$ cat config.mk
export PLATFORM = sky130hd
export DESIGN_NAME = error_recovery_escalator
export DESIGN_NICKNAME = d
export VERILOG_FILES = /design/src/sv/ere_pkg.sv /design/src/sv/ere_cfg.sv /design/src/sv/ere_table.sv /design/src/sv/ere_backoff.sv /design/src/sv/error_recovery_escalator.sv
export SDC_FILE = /design/constraint.sdc
export NUM_CORES = 1
export LEC_CHECK = 0
export BUFFER_PORTS_ARGS = -buffer_cell sky130_fd_sc_hd__buf_2
export CAP_MARGIN = 10
export CORE_ASPECT_RATIO = 0.6
export CORE_MARGIN = 2
export CORE_UTILIZATION = 56
export DETAILED_ROUTE_END_ITERATION = 16
export PLACE_DENSITY = 0.73
export REMOVE_ABC_BUFFERS = 1
export SLEW_MARGIN = 20
export SYNTH_ARGS = -nofsm -noshare
export SYNTH_HDL_FRONTEND = slang
export SYNTH_SLANG_ARGS = --single-unit
$ cat constraint.sdc
create_clock -name clk -period 22.3 [get_ports clk]
set_clock_uncertainty 0.2 [all_clocks]
set_input_delay 4.46 -clock clk [delete_from_list [all_inputs] [get_ports clk]]
set_output_delay 4.46 -clock clk [all_outputs]
set_load 0.01 [all_outputs]
$ cat src/sv/ere_pkg.sv
// Shared types, widths and codes for the error recovery escalator.
// Used by every module of the block; depends on nothing.
`default_nettype none

package ere_pkg;

  localparam int NUM_CATEGORIES = 16;
  localparam int CAT_W          = 4;
  localparam int LVL_W          = 2;
  localparam int RET_W          = 8;
  localparam int DLY_W          = 16;
  localparam int FAC_W          = 12;
  localparam int FRAC_W         = 8;
  localparam int ACT_W          = 2;
  localparam int CFG_IDX_W      = 3;
  localparam int CFG_DATA_W     = 16;
  localparam int NUM_LEVELS     = 4;

  localparam logic [LVL_W-1:0] LVL_STOP = 2'd3;
  localparam logic [RET_W-1:0] RET_SAT  = 8'hFF;

  localparam logic [ACT_W-1:0] ACT_REPORT  = 2'd0;
  localparam logic [ACT_W-1:0] ACT_ATTEMPT = 2'd1;
  localparam logic [ACT_W-1:0] ACT_CLEAR   = 2'd2;

  localparam logic [CFG_IDX_W-1:0] CFG_MAX_RETRIES = 3'd0;
  localparam logic [CFG_IDX_W-1:0] CFG_BASE_DELAY  = 3'd1;
  localparam logic [CFG_IDX_W-1:0] CFG_BACKOFF     = 3'd2;
  localparam logic [CFG_IDX_W-1:0] CFG_MAX_DELAY   = 3'd3;
  localparam logic [CFG_IDX_W-1:0] CFG_LEVEL_ACT   = 3'd4;

  typedef enum logic [1:0] {
    S_IDLE,
    S_EXEC,
    S_DELAY,
    S_PUSH
  } state_t;

  typedef struct packed {
    logic             active;
    logic [LVL_W-1:0] level;
    logic [RET_W-1:0] retries;
  } entry_t;

  typedef struct packed {
    logic [RET_W-1:0]      max_retries;
    logic [DLY_W-1:0]      base_delay_ms;
    logic [FAC_W-1:0]      backoff_factor;
    logic [DLY_W-1:0]      max_delay_ms;
    logic [NUM_LEVELS-1:0] level_has_action;
  } cfg_t;

  typedef struct packed {
    logic [CAT_W-1:0] category;
    logic [LVL_W-1:0] level;
    logic [RET_W-1:0] retries;
    logic             attempted;
    logic             attempt_ok;
    logic             timer_start;
    logic             stop_demand;
  } res_t;

  function automatic logic cat_in_range(input logic [CAT_W-1:0] c);
    return int'(c) < NUM_CATEGORIES;
  endfunction

endpackage

`default_nettype wire

$ cat src/sv/ere_cfg.sv
// Configuration register file of the escalator.
// Depends on ere_pkg for widths, register indexes and cfg_t.
`default_nettype none

module ere_cfg
  import ere_pkg::*;
(
  input  wire                  clk,
  input  wire                  rst,
  input  wire                  cfg_we,
  input  wire [CFG_IDX_W-1:0]  cfg_index,
  input  wire [CFG_DATA_W-1:0] cfg_data,
  output cfg_t                 cfg
);

  always_ff @(posedge clk) begin
    if (rst) begin
      cfg.max_retries      <= RET_W'(3);
      cfg.base_delay_ms    <= DLY_W'(1000);
      cfg.backoff_factor   <= FAC_W'(512);
      cfg.max_delay_ms     <= DLY_W'(30000);
      cfg.level_has_action <= '0;
    end else if (cfg_we) begin
      case (cfg_index)
        CFG_MAX_RETRIES: cfg.max_retries      <= cfg_data[RET_W-1:0];
        CFG_BASE_DELAY:  cfg.base_delay_ms    <= cfg_data[DLY_W-1:0];
        CFG_BACKOFF:     cfg.backoff_factor   <= cfg_data[FAC_W-1:0];
        CFG_MAX_DELAY:   cfg.max_delay_ms     <= cfg_data[DLY_W-1:0];
        CFG_LEVEL_ACT:   cfg.level_has_action <= cfg_data[NUM_LEVELS-1:0];
        default: ;
      endcase
    end
  end

endmodule

`default_nettype wire

$ cat src/sv/ere_table.sv
// Per-category entry memory: one write port, one registered read port.
// Entries not written since reset read as zero through per-entry valid bits.
// Depends on ere_pkg for entry_t and the category width.
`default_nettype none

module ere_table
  import ere_pkg::*;
(
  input  wire              clk,
  input  wire              rst,
  input  wire [CAT_W-1:0]  raddr,
  output entry_t           rdata,
  input  wire              we,
  input  wire [CAT_W-1:0]  waddr,
  input  entry_t           wdata
);

  entry_t                    mem [NUM_CATEGORIES];
  logic [NUM_CATEGORIES-1:0] valid;

  always_ff @(posedge clk) begin
    if (we) begin
      mem[waddr] <= wdata;
    end
  end

  always_ff @(posedge clk) begin
    if (rst) begin
      valid <= '0;
    end else if (we) begin
      valid[waddr] <= 1'b1;
    end
  end

  always_ff @(posedge clk) begin
    rdata <= valid[raddr] ? mem[raddr] : '0;
  end

endmodule

`default_nettype wire

$ cat src/sv/ere_backoff.sv
// Iterative backoff delay unit: one Q4.8 multiply, truncate and clamp per cycle.
// Depends on ere_pkg for widths and cfg_t.
`default_nettype none

module ere_backoff
  import ere_pkg::*;
(
  input  wire              clk,
  input  wire              rst,
  input  wire              start,
  input  wire [RET_W-1:0]  count,
  input  cfg_t             cfg,
  output logic             busy,
  output logic             done,
  output logic [DLY_W-1:0] delay
);

  localparam int PROD_W = DLY_W + FAC_W;

  logic [RET_W-1:0]         cnt;
  logic [PROD_W-1:0]        prod;
  logic [PROD_W-FRAC_W-1:0] scaled;
  logic [DLY_W-1:0]         step;
  logic [DLY_W-1:0]         first;

  assign prod   = {{FAC_W{1'b0}}, delay} * {{DLY_W{1'b0}}, cfg.backoff_factor};
  assign scaled = prod[PROD_W-1:FRAC_W];
  assign step   = (scaled > {{(PROD_W-FRAC_W-DLY_W){1'b0}}, cfg.max_delay_ms})
                ? cfg.max_delay_ms : scaled[DLY_W-1:0];
  assign first  = (cfg.base_delay_ms > cfg.max_delay_ms)
                ? cfg.max_delay_ms : cfg.base_delay_ms;
  assign done   = busy && (cnt == '0);

  always_ff @(posedge clk) begin
    if (rst) begin
      busy <= 1'b0;
    end else if (start) begin
      busy <= 1'b1;
    end else if (done) begin
      busy <= 1'b0;
    end
  end

  always_ff @(posedge clk) begin
    if (start) begin
      delay <= first;
      cnt   <= count;
    end else if (busy && (cnt != '0)) begin
      delay <= step;
      cnt   <= cnt - RET_W'(1);
    end
  end

endmodule

`default_nettype wire

$ cat src/sv/error_recovery_escalator.sv
// Error recovery escalator: per-category retry/escalation table with backoff.
// A request passes the execute step and then the result push; with a timer start the delay
// wait comes between them (the backoff unit does one multiply per retry, up to 254).
// One request at a time: a new one is taken only in the idle state, once the last result is loaded;
// a result waiting on out_stall holds only the output load of the next one.
// Reset (rst, synchronous): entries inactive at level 0, pending category 0, registers at defaults.
`default_nettype none

module error_recovery_escalator
  import ere_pkg::*;
(
  input  wire                  clk,
  input  wire                  rst,
  input  wire                  in_valid,
  output logic                 in_stall,
  input  wire [ACT_W-1:0]      action,
  input  wire [CAT_W-1:0]      category,
  input  wire                  action_ok,
  output logic                 out_valid,
  input  wire                  out_stall,
  output logic [CAT_W-1:0]     entry_category,
  output logic [LVL_W-1:0]     level,
  output logic [RET_W-1:0]     retries,
  output logic                 attempted,
  output logic                 attempt_ok,
  output logic                 timer_start,
  output logic [DLY_W-1:0]     delay_ms,
  output logic                 stop_demand,
  input  wire                  cfg_we,
  input  wire [CFG_IDX_W-1:0]  cfg_index,
  input  wire [CFG_DATA_W-1:0] cfg_data
);

  cfg_t              cfg;
  state_t            state;
  state_t            state_next;
  logic [CAT_W-1:0]  pending;
  logic [ACT_W-1:0]  req_action;
  logic [CAT_W-1:0]  req_cat;
  logic              req_ok;
  logic              in_acc;
  logic [CAT_W-1:0]  raddr;
  entry_t            rd_entry;
  logic              tbl_we;
  entry_t            ex_wdata;
  logic              ex_we;
  res_t              ex_res;
  res_t              res;
  logic [DLY_W-1:0]  res_delay;
  logic              bk_start;
  logic              bk_busy;
  logic              bk_done;
  logic [DLY_W-1:0]  bk_delay;
  logic              push;
  logic              load_out;

  ere_cfg u_cfg (
    .clk       (clk),
    .rst       (rst),
    .cfg_we    (cfg_we),
    .cfg_index (cfg_index),
    .cfg_data  (cfg_data),
    .cfg       (cfg)
  );

  // Attempts act on the pending category; look it up instead of the input.
  assign in_acc = in_valid && !in_stall;
  assign raddr  = (action == ACT_ATTEMPT) ? pending : category;

  ere_table u_table (
    .clk   (clk),
    .rst   (rst),
    .raddr (raddr),
    .rdata (rd_entry),
    .we    (tbl_we),
    .waddr (req_cat),
    .wdata (ex_wdata)
  );

  ere_backoff u_backoff (
    .clk   (clk),
    .rst   (rst),
    .start (bk_start),
    .count (ex_res.retries),
    .cfg   (cfg),
    .busy  (bk_busy),
    .done  (bk_done),
    .delay (bk_delay)
  );

  // Read-modify-write of the looked-up entry.
  always_comb begin
    logic [LVL_W-1:0] l;
    logic [RET_W-1:0] r;
    logic             in_rng;
    l        = rd_entry.level;
    r        = rd_entry.retries;
    in_rng   = cat_in_range(req_cat);
    ex_we    = 1'b0;
    ex_wdata = '0;
    ex_res   = '0;
    ex_res.category = req_cat;
    case (req_action)
      ACT_REPORT: begin
        if (in_rng) begin
          if (!rd_entry.active) begin
            l = '0;
            r = '0;
          end
          if (r >= cfg.max_retries) begin
            if (l != LVL_STOP) l = l + LVL_W'(1);
            r = '0;
          end
          if (l == LVL_STOP) ex_res.stop_demand = 1'b1;
          else               ex_res.timer_start = 1'b1;
          ex_we          = 1'b1;
          ex_wdata       = '{active: 1'b1, level: l, retries: r};
          ex_res.level   = l;
          ex_res.retries = r;
        end
      end
      ACT_ATTEMPT: begin
        if (in_rng && rd_entry.active) begin
          ex_res.attempted = 1'b1;
          ex_we = 1'b1;
          if (r != RET_SAT) r = r + RET_W'(1);
          if (!cfg.level_has_action[l]) begin
            ex_wdata = '{active: 1'b1, level: l, retries: r};
          end else if (req_ok) begin
            ex_res.attempt_ok = 1'b1;
            ex_wdata = '0;
          end else begin
            if (r >= cfg.max_retries) begin
              if (l != LVL_STOP) l = l + LVL_W'(1);
              r = '0;
            end
            if (l == LVL_STOP) ex_res.stop_demand = 1'b1;
            else               ex_res.timer_start = 1'b1;
            ex_wdata = '{active: 1'b1, level: l, retries: r};
          end
          ex_res.level   = l;
          ex_res.retries = r;
        end
      end
      ACT_CLEAR: begin
        if (in_rng) begin
          ex_we    = 1'b1;
          ex_wdata = '0;
        end
      end
      default: ;
    endcase
  end

  // Next state.
  always_comb begin
    state_next = state;
    case (state)
      S_IDLE:  if (in_acc) state_next = S_EXEC;
      S_EXEC:  state_next = ex_res.timer_start ? S_DELAY : S_PUSH;
      S_DELAY: if (bk_done) state_next = S_PUSH;
      S_PUSH:  if (load_out) state_next = S_IDLE;
      default: state_next = S_IDLE;
    endcase
  end

  // State outputs.
  always_comb begin
    in_stall = 1'b1;
    tbl_we   = 1'b0;
    bk_start = 1'b0;
    push     = 1'b0;
    case (state)
      S_IDLE:  in_stall = 1'b0;
      S_EXEC: begin
        tbl_we   = ex_we;
        bk_start = ex_res.timer_start;
      end
      S_DELAY: ;
      S_PUSH:  push = 1'b1;
      default: ;
    endcase
  end

  assign load_out = push && (!out_valid || !out_stall);

  always_ff @(posedge clk) begin
    if (rst) begin
      state   <= S_IDLE;
      pending <= '0;
    end else begin
      state <= state_next;
      if (state == S_EXEC && req_action == ACT_REPORT && ex_res.timer_start) begin
        pending <= req_cat;
      end
    end
  end

  always_ff @(posedge clk) begin
    if (in_acc) begin
      req_action <= action;
      req_cat    <= raddr;
      req_ok     <= action_ok;
    end
    if (state == S_EXEC) begin
      res       <= ex_res;
      res_delay <= '0;
    end else if (state == S_DELAY && bk_done) begin
      res_delay <= bk_delay;
    end
  end

  always_ff @(posedge clk) begin
    if (rst) begin
      out_valid <= 1'b0;
    end else if (load_out) begin
      out_valid <= 1'b1;
    end else if (!out_stall) begin
      out_valid <= 1'b0;
    end
  end

  always_ff @(posedge clk) begin
    if (load_out) begin
      entry_category <= res.category;
      level          <= res.level;
      retries        <= res.retries;
      attempted      <= res.attempted;
      attempt_ok     <= res.attempt_ok;
      timer_start    <= res.timer_start;
      delay_ms       <= res_delay;
      stop_demand    <= res.stop_demand;
    end
  end

`ifndef SYNTHESIS
  a_we_in_exec: assert property (@(posedge clk) disable iff (rst)
    tbl_we |-> state == S_EXEC)
    else $error("entry write outside the execute step");

  a_backoff_in_delay: assert property (@(posedge clk) disable iff (rst)
    bk_busy |-> state == S_DELAY)
    else $error("backoff unit busy outside the delay wait");

  a_push_holds: assert property (@(posedge clk) disable iff (rst)
    (state == S_PUSH && out_valid && out_stall) |=> state == S_PUSH)
    else $error("result dropped while the output is stalled");

  a_stop_xor_timer: assert property (@(posedge clk) disable iff (rst)
    out_valid |-> !(timer_start && stop_demand))
    else $error("timer start and stop demand in one result");
`endif

endmodule

`default_nettype wire
==> reports/results.env <==
STATUS='complete, no violations'
POST_SYNTH_AND_OR_NAND_NOR_AREA_FRACTION_PCT=17.0
MIN_PATH_CELLS=0
COMMONEST_CELLS_AFTER_ROUTING_FILL_AND_TAPS_ASIDE='sky130_fd_sc_hd__nand2_1, sky130_fd_sc_hd__edfxtp_1, sky130_fd_sc_hd__inv_1, sky130_fd_sc_hd__fa_1, sky130_fd_sc_hd__ha_1'
MAX_SLEW.WORST_PIN.SLEW_NS=1.11
MULTIINPUTGATEAREA_SQ_UM=10500
CRITPATHMAXSTAGEDELAY_NS=0.82
MUXSHAREOFSYNTHAREA_PCT=1.73
SYNTH-SEQ-CELLS=366
CTS_SETUP_BUFFERS=0
YOSYS.AREA.TOP_TYPE='sky130_fd_sc_hd__edfxtp_1'
CORE_SQ_UM=37900
WORST_HOLD_PATH_TYPE='flop to flop'
POST_ROUTE_CELLS_DRIVE_ABOVE_1_SHARE_PCT=8.85
R2R-START='u_cfg.cfg[31]$_SDFFE_PP0P_'
SETUP_TNS_NS=0
CRITPATHKIND='flop to flop'
CRITICAL_PATH_REQUIRED_NS=22.40
CTSHOLDBUFFERS=0
CRIT_PATH_END_KIND='flop'
SYNTH_FA_HA_AREA_SHARE_PCT=19.6
LAYOUT.AREA.SEQ_SQ_UM=9920
ANT_NETS=0
TOTAL_LEAKAGE_POWER_nW=10.0
WORST_SLEW_SLACK_AS_A_FRACTION_OF_ITS_LIMIT_PCT=26.0
CLOCK_TREE.BUFFER_DEPTH=3
HOLD-WORST-SLACK_NS=0.219
CRITICAL_PATH.SLOWEST_CELL='sky130_fd_sc_hd__dfxtp_1'
CTS_RESIZED=0
CLOCK_INPUT_TRANSITION_AT_THE_SEQUENTIAL_CELLS_OF_THE_WORST_SETUP_AND_HOLD_PATHS_NS=0.07
FIRST_GLOBAL_VIAS=15300
RR_WORST_DEPTH=26
ASYNC_FLOP_SHARE_PCT=0
PERIOD_SHARE_PCT=39.9
SYN_AREA_PER_CELL_SQ_UM=10.2
DR.FIRST_ITER.DRC_COUNT=1878
FINAL_NET_COUNT=2452
CRITICAL-PATH-TOP-CELL-BY-COUNT='sky130_fd_sc_hd__fa_1'
YOSYSSEQAREASHARE_PCT=45.8
YOSYSTOPAREACELLSHARE_PCT=35.9
INITIAL_DRT_PASS_ITERATIONS=6
FP.DIEAREA_SQ_UM=40300
WORSTPATHARRIVAL_NS=9.00
SYN2LAYOUT_AREA_GROWTH_PCT=9.72
YOSYSWARNINGS=0
CTS_BUFFERS=35
CRITICAL-PATH-TOP-DELAY-FAMILY='adder cells'
DIE_X_MICRONS=258
FINALMAXSLEWVIOLATIONS=0
IR_DROP_mV=0.0503
PLACEMENT_ROWS=55
ROUTE.DETAILED.DRC=0
ANTENNA_FOUND_INITIAL=3
CP_NUM_CELLS=26
CRITICAL_PATH.N_BUFFERS_INVERTERS=5
HOLD-PATH-ENDPOINT='entry_category[2]$_DFFE_PP_'
NUM-FILL-CELLS=3093
COMBINATIONAL_FAMILY_WITH_THE_MOST_AREA_AFTER_SYNTHESIS='adder cells'
NUMBER_OF_MAX_CAP_VIOLATIONS=0
NUMBER_OF_VIAS_PER_CELL=5.83
FINAL_COUNT_OF_NEGATIVE_SETUP_SLACK_ENDPOINTS=0
NUM_VIAS=15800
CP-START-KIND='flop'
ACHIEVABLE-FREQUENCY_MHz=112
SYNTH_FF_TYPE='sky130_fd_sc_hd__edfxtp_1'
WORSTSKEWPAIRLATENCY_NS=0.53
POWERDENSITY_nW_PER_UM2=91.1
RSZ0062_AT_GRT='no'
CTS.ROOT.BUFFER_CELL='sky130_fd_sc_hd__clkbuf_16'
SYNTH-COMPOUND-AREA-SHARE_PCT=8.73
MAPPEDNETLISTAREA_SQ_UM=21700
TRITONCTS_CLOCK_TREE='yes'
GRT_FIRST_PASS_WIRELENGTH_MICRONS=88600
CRIT_PATH_MAX_FANOUT=17
SYNTHTOPCELLSBYAREA='sky130_fd_sc_hd__edfxtp_1, sky130_fd_sc_hd__fa_1, sky130_fd_sc_hd__dfxtp_1'
GPL.FINAL_WEIGHTED_CONGESTION=0.938
GLOBALROUTETOTALUTIL_PCT=28.7
FIN_CRIT_NS=8.90
DIE_H_MICRONS=156
CTS-HTREE-LEVELS=2
FINAL_HOLD_FAILS=0
AREA_SHARE_OF_XOR_XNOR_CELLS_IN_THE_SYNTHESIZED_DESIGN_PCT=1.17
ROUTED_WL_MICRONS=56100
LAYOUT_COMMONEST_CELL='sky130_fd_sc_hd__nand2_1'
TOP_LEVEL_PORTS=67
START_UTIL_PCT=57.1
TIMING.RR.END='u_backoff.delay[5]$_DFFE_PP_'
SYNTH_CELLS=2125
FF2FF_SETUP_SLACK_NS=13.40
GRT_REMAINING_OVERFLOW=0
MIN-DELAY-START='res[16]$_DFFE_PN_'
NUMBER_OF_SYNTHESIZED_FLOPS_WITH_AN_ENABLE_PIN=259
CLOCK-SINKS=366
HPWL_MICRONS=41300
COUNT_OF_UNIQUE_LIBRARY_CELLS_INSTANTIATED_BY_YOSYS=62
ROUTE.DETAILED.WL_PER_INST_MICRONS=20.7
PLACEMENT.IO_BUFFERS=66
GRT_MAX_DEGREE=81
stage by stage:
step / utilization [%] / instances / worst slack, ns / total power [W] / area (sq um)
3_3_place_gp: 59.6 / 2640 / 13.78 / 0.00155 / 22600
3_5_place_dp: 59.7 / 2641 / 13.65 / 0.00157 / 22600
4_1_cts: 62.7 / 2705 / 13.59 / 0.00216 / 23800
5_1_grt: 62.7 / 2708 / 13.01 / 0.00229 / 23800
2_1_floorplan: - / 2024 / 10.28 / 0.00133 / 21300
6_report: 62.7 / 2708 / 13.40 / 0.00217 / 23800
worst reg2reg max path, delay by kind of cell, from the launching register on:
| family | cells | cell delay, ns |
|---|---|---|
| AO/OA/AOI/OAI | 8 | 2.22 |
| AND/OR/NAND/NOR | 5 | 1.31 |
| buffers and inverters | 5 | 0.58 |
| XOR/XNOR | 1 | 0.23 |
| adder cells (fa/ha/maj) | 7 | 3.29 |
| flip-flops | 1 | 0.82 |
layout make-up:
cell class / count / share of cell area, %
multi-input cells: 1416 / 44.3
flip-flops and latches: 366 / 41.7
clock buffers: 56 / 4.41
inverters: 242 / 3.82
well taps: 513 / 2.70
repair buffers: 104 / 2.67
clock inverters: 8 / 0.337
diodes: 3 / 0.0316
cells by family (layout without fill, tap and decap cells):
group           after synthesis  after routing
other cells                   0              3
mux                          36             36
xor+xnor                     29             29
compound gates              266            266
buf+inv                     343            410
flops                       366            366
fa+ha+maj                   256            256
simple gates                829            829
per-layer routing:
| metal | track usage, % | vias to the layer above | share of wire (%) |
|---|---|---|---|
| li1 | - | 7222 | - |
| met1 | 46.3 | 7761 | 48 |
| met2 | 37.5 | 759 | 39 |
| met3 | 9.04 | 49 | 12 |
| met4 | 4.51 | 0 | 0.97 |
| met5 | 0 | - | 0 |
power breakdown:
part,internal (W),switching (W),leakage [nW]
sequential,0.000817,0.0000938,3.27
combinational,0.000243,0.000420,6.21
clock,0.000336,0.000256,0.554
total,0.00140,0.000769,10.0
cells in the mapped netlist, drive strengths merged, types with 5 or more instances:
cell type and instances:
a211oi 18, a21oi 76, a221oi 17, and3 30, xor2 13, o21ba 5
nor2 116, o21a 8, a31oi 15, nand3b 19, a211o 5, o21ai 38
mux2i 33, or3 5, nand2 469, nand4 11, fa 139, buf 6
nand2b 12, a311oi 35, and2 74, nor2b 6, nand3 66, nor3 11
ha 117, edfxtp 259, inv 242, clkbuf 95, a21o 20, xnor2 16
dfxtp 107
how the worst max path moves through the flow:
stage	from	endpoint
2_1_floorplan	action[1]	u_table.rdata[0]$_SDFF_PN0_
3_5_place_dp	u_cfg.cfg[28]$_SDFFE_PP0P_	u_backoff.delay[14]$_DFFE_PP_
4_1_cts	u_backoff.delay[7]$_DFFE_PP_	u_backoff.delay[14]$_DFFE_PP_
6_report	u_cfg.cfg[31]$_SDFFE_PP0P_	u_backoff.delay[5]$_DFFE_PP_
3_3_place_gp	u_backoff.delay[7]$_DFFE_PP_	u_backoff.delay[0]$_DFFE_PP_
5_1_grt	u_cfg.cfg[31]$_SDFFE_PP0P_	u_backoff.delay[0]$_DFFE_PP_
registers in the layout (all words and copies together) (netlist names), 4 cells and up:
signal	flops
u_cfg.cfg	56
u_table.rdata	11
res_delay	16
u_table.mem	176
res	18
req_cat	4
retries	8
u_backoff.delay	16
u_backoff.cnt	8
entry_category	4
u_table.valid	16
delay_ms	16
pending	4
No activity file was read; power rests on OpenSTA's default activity.
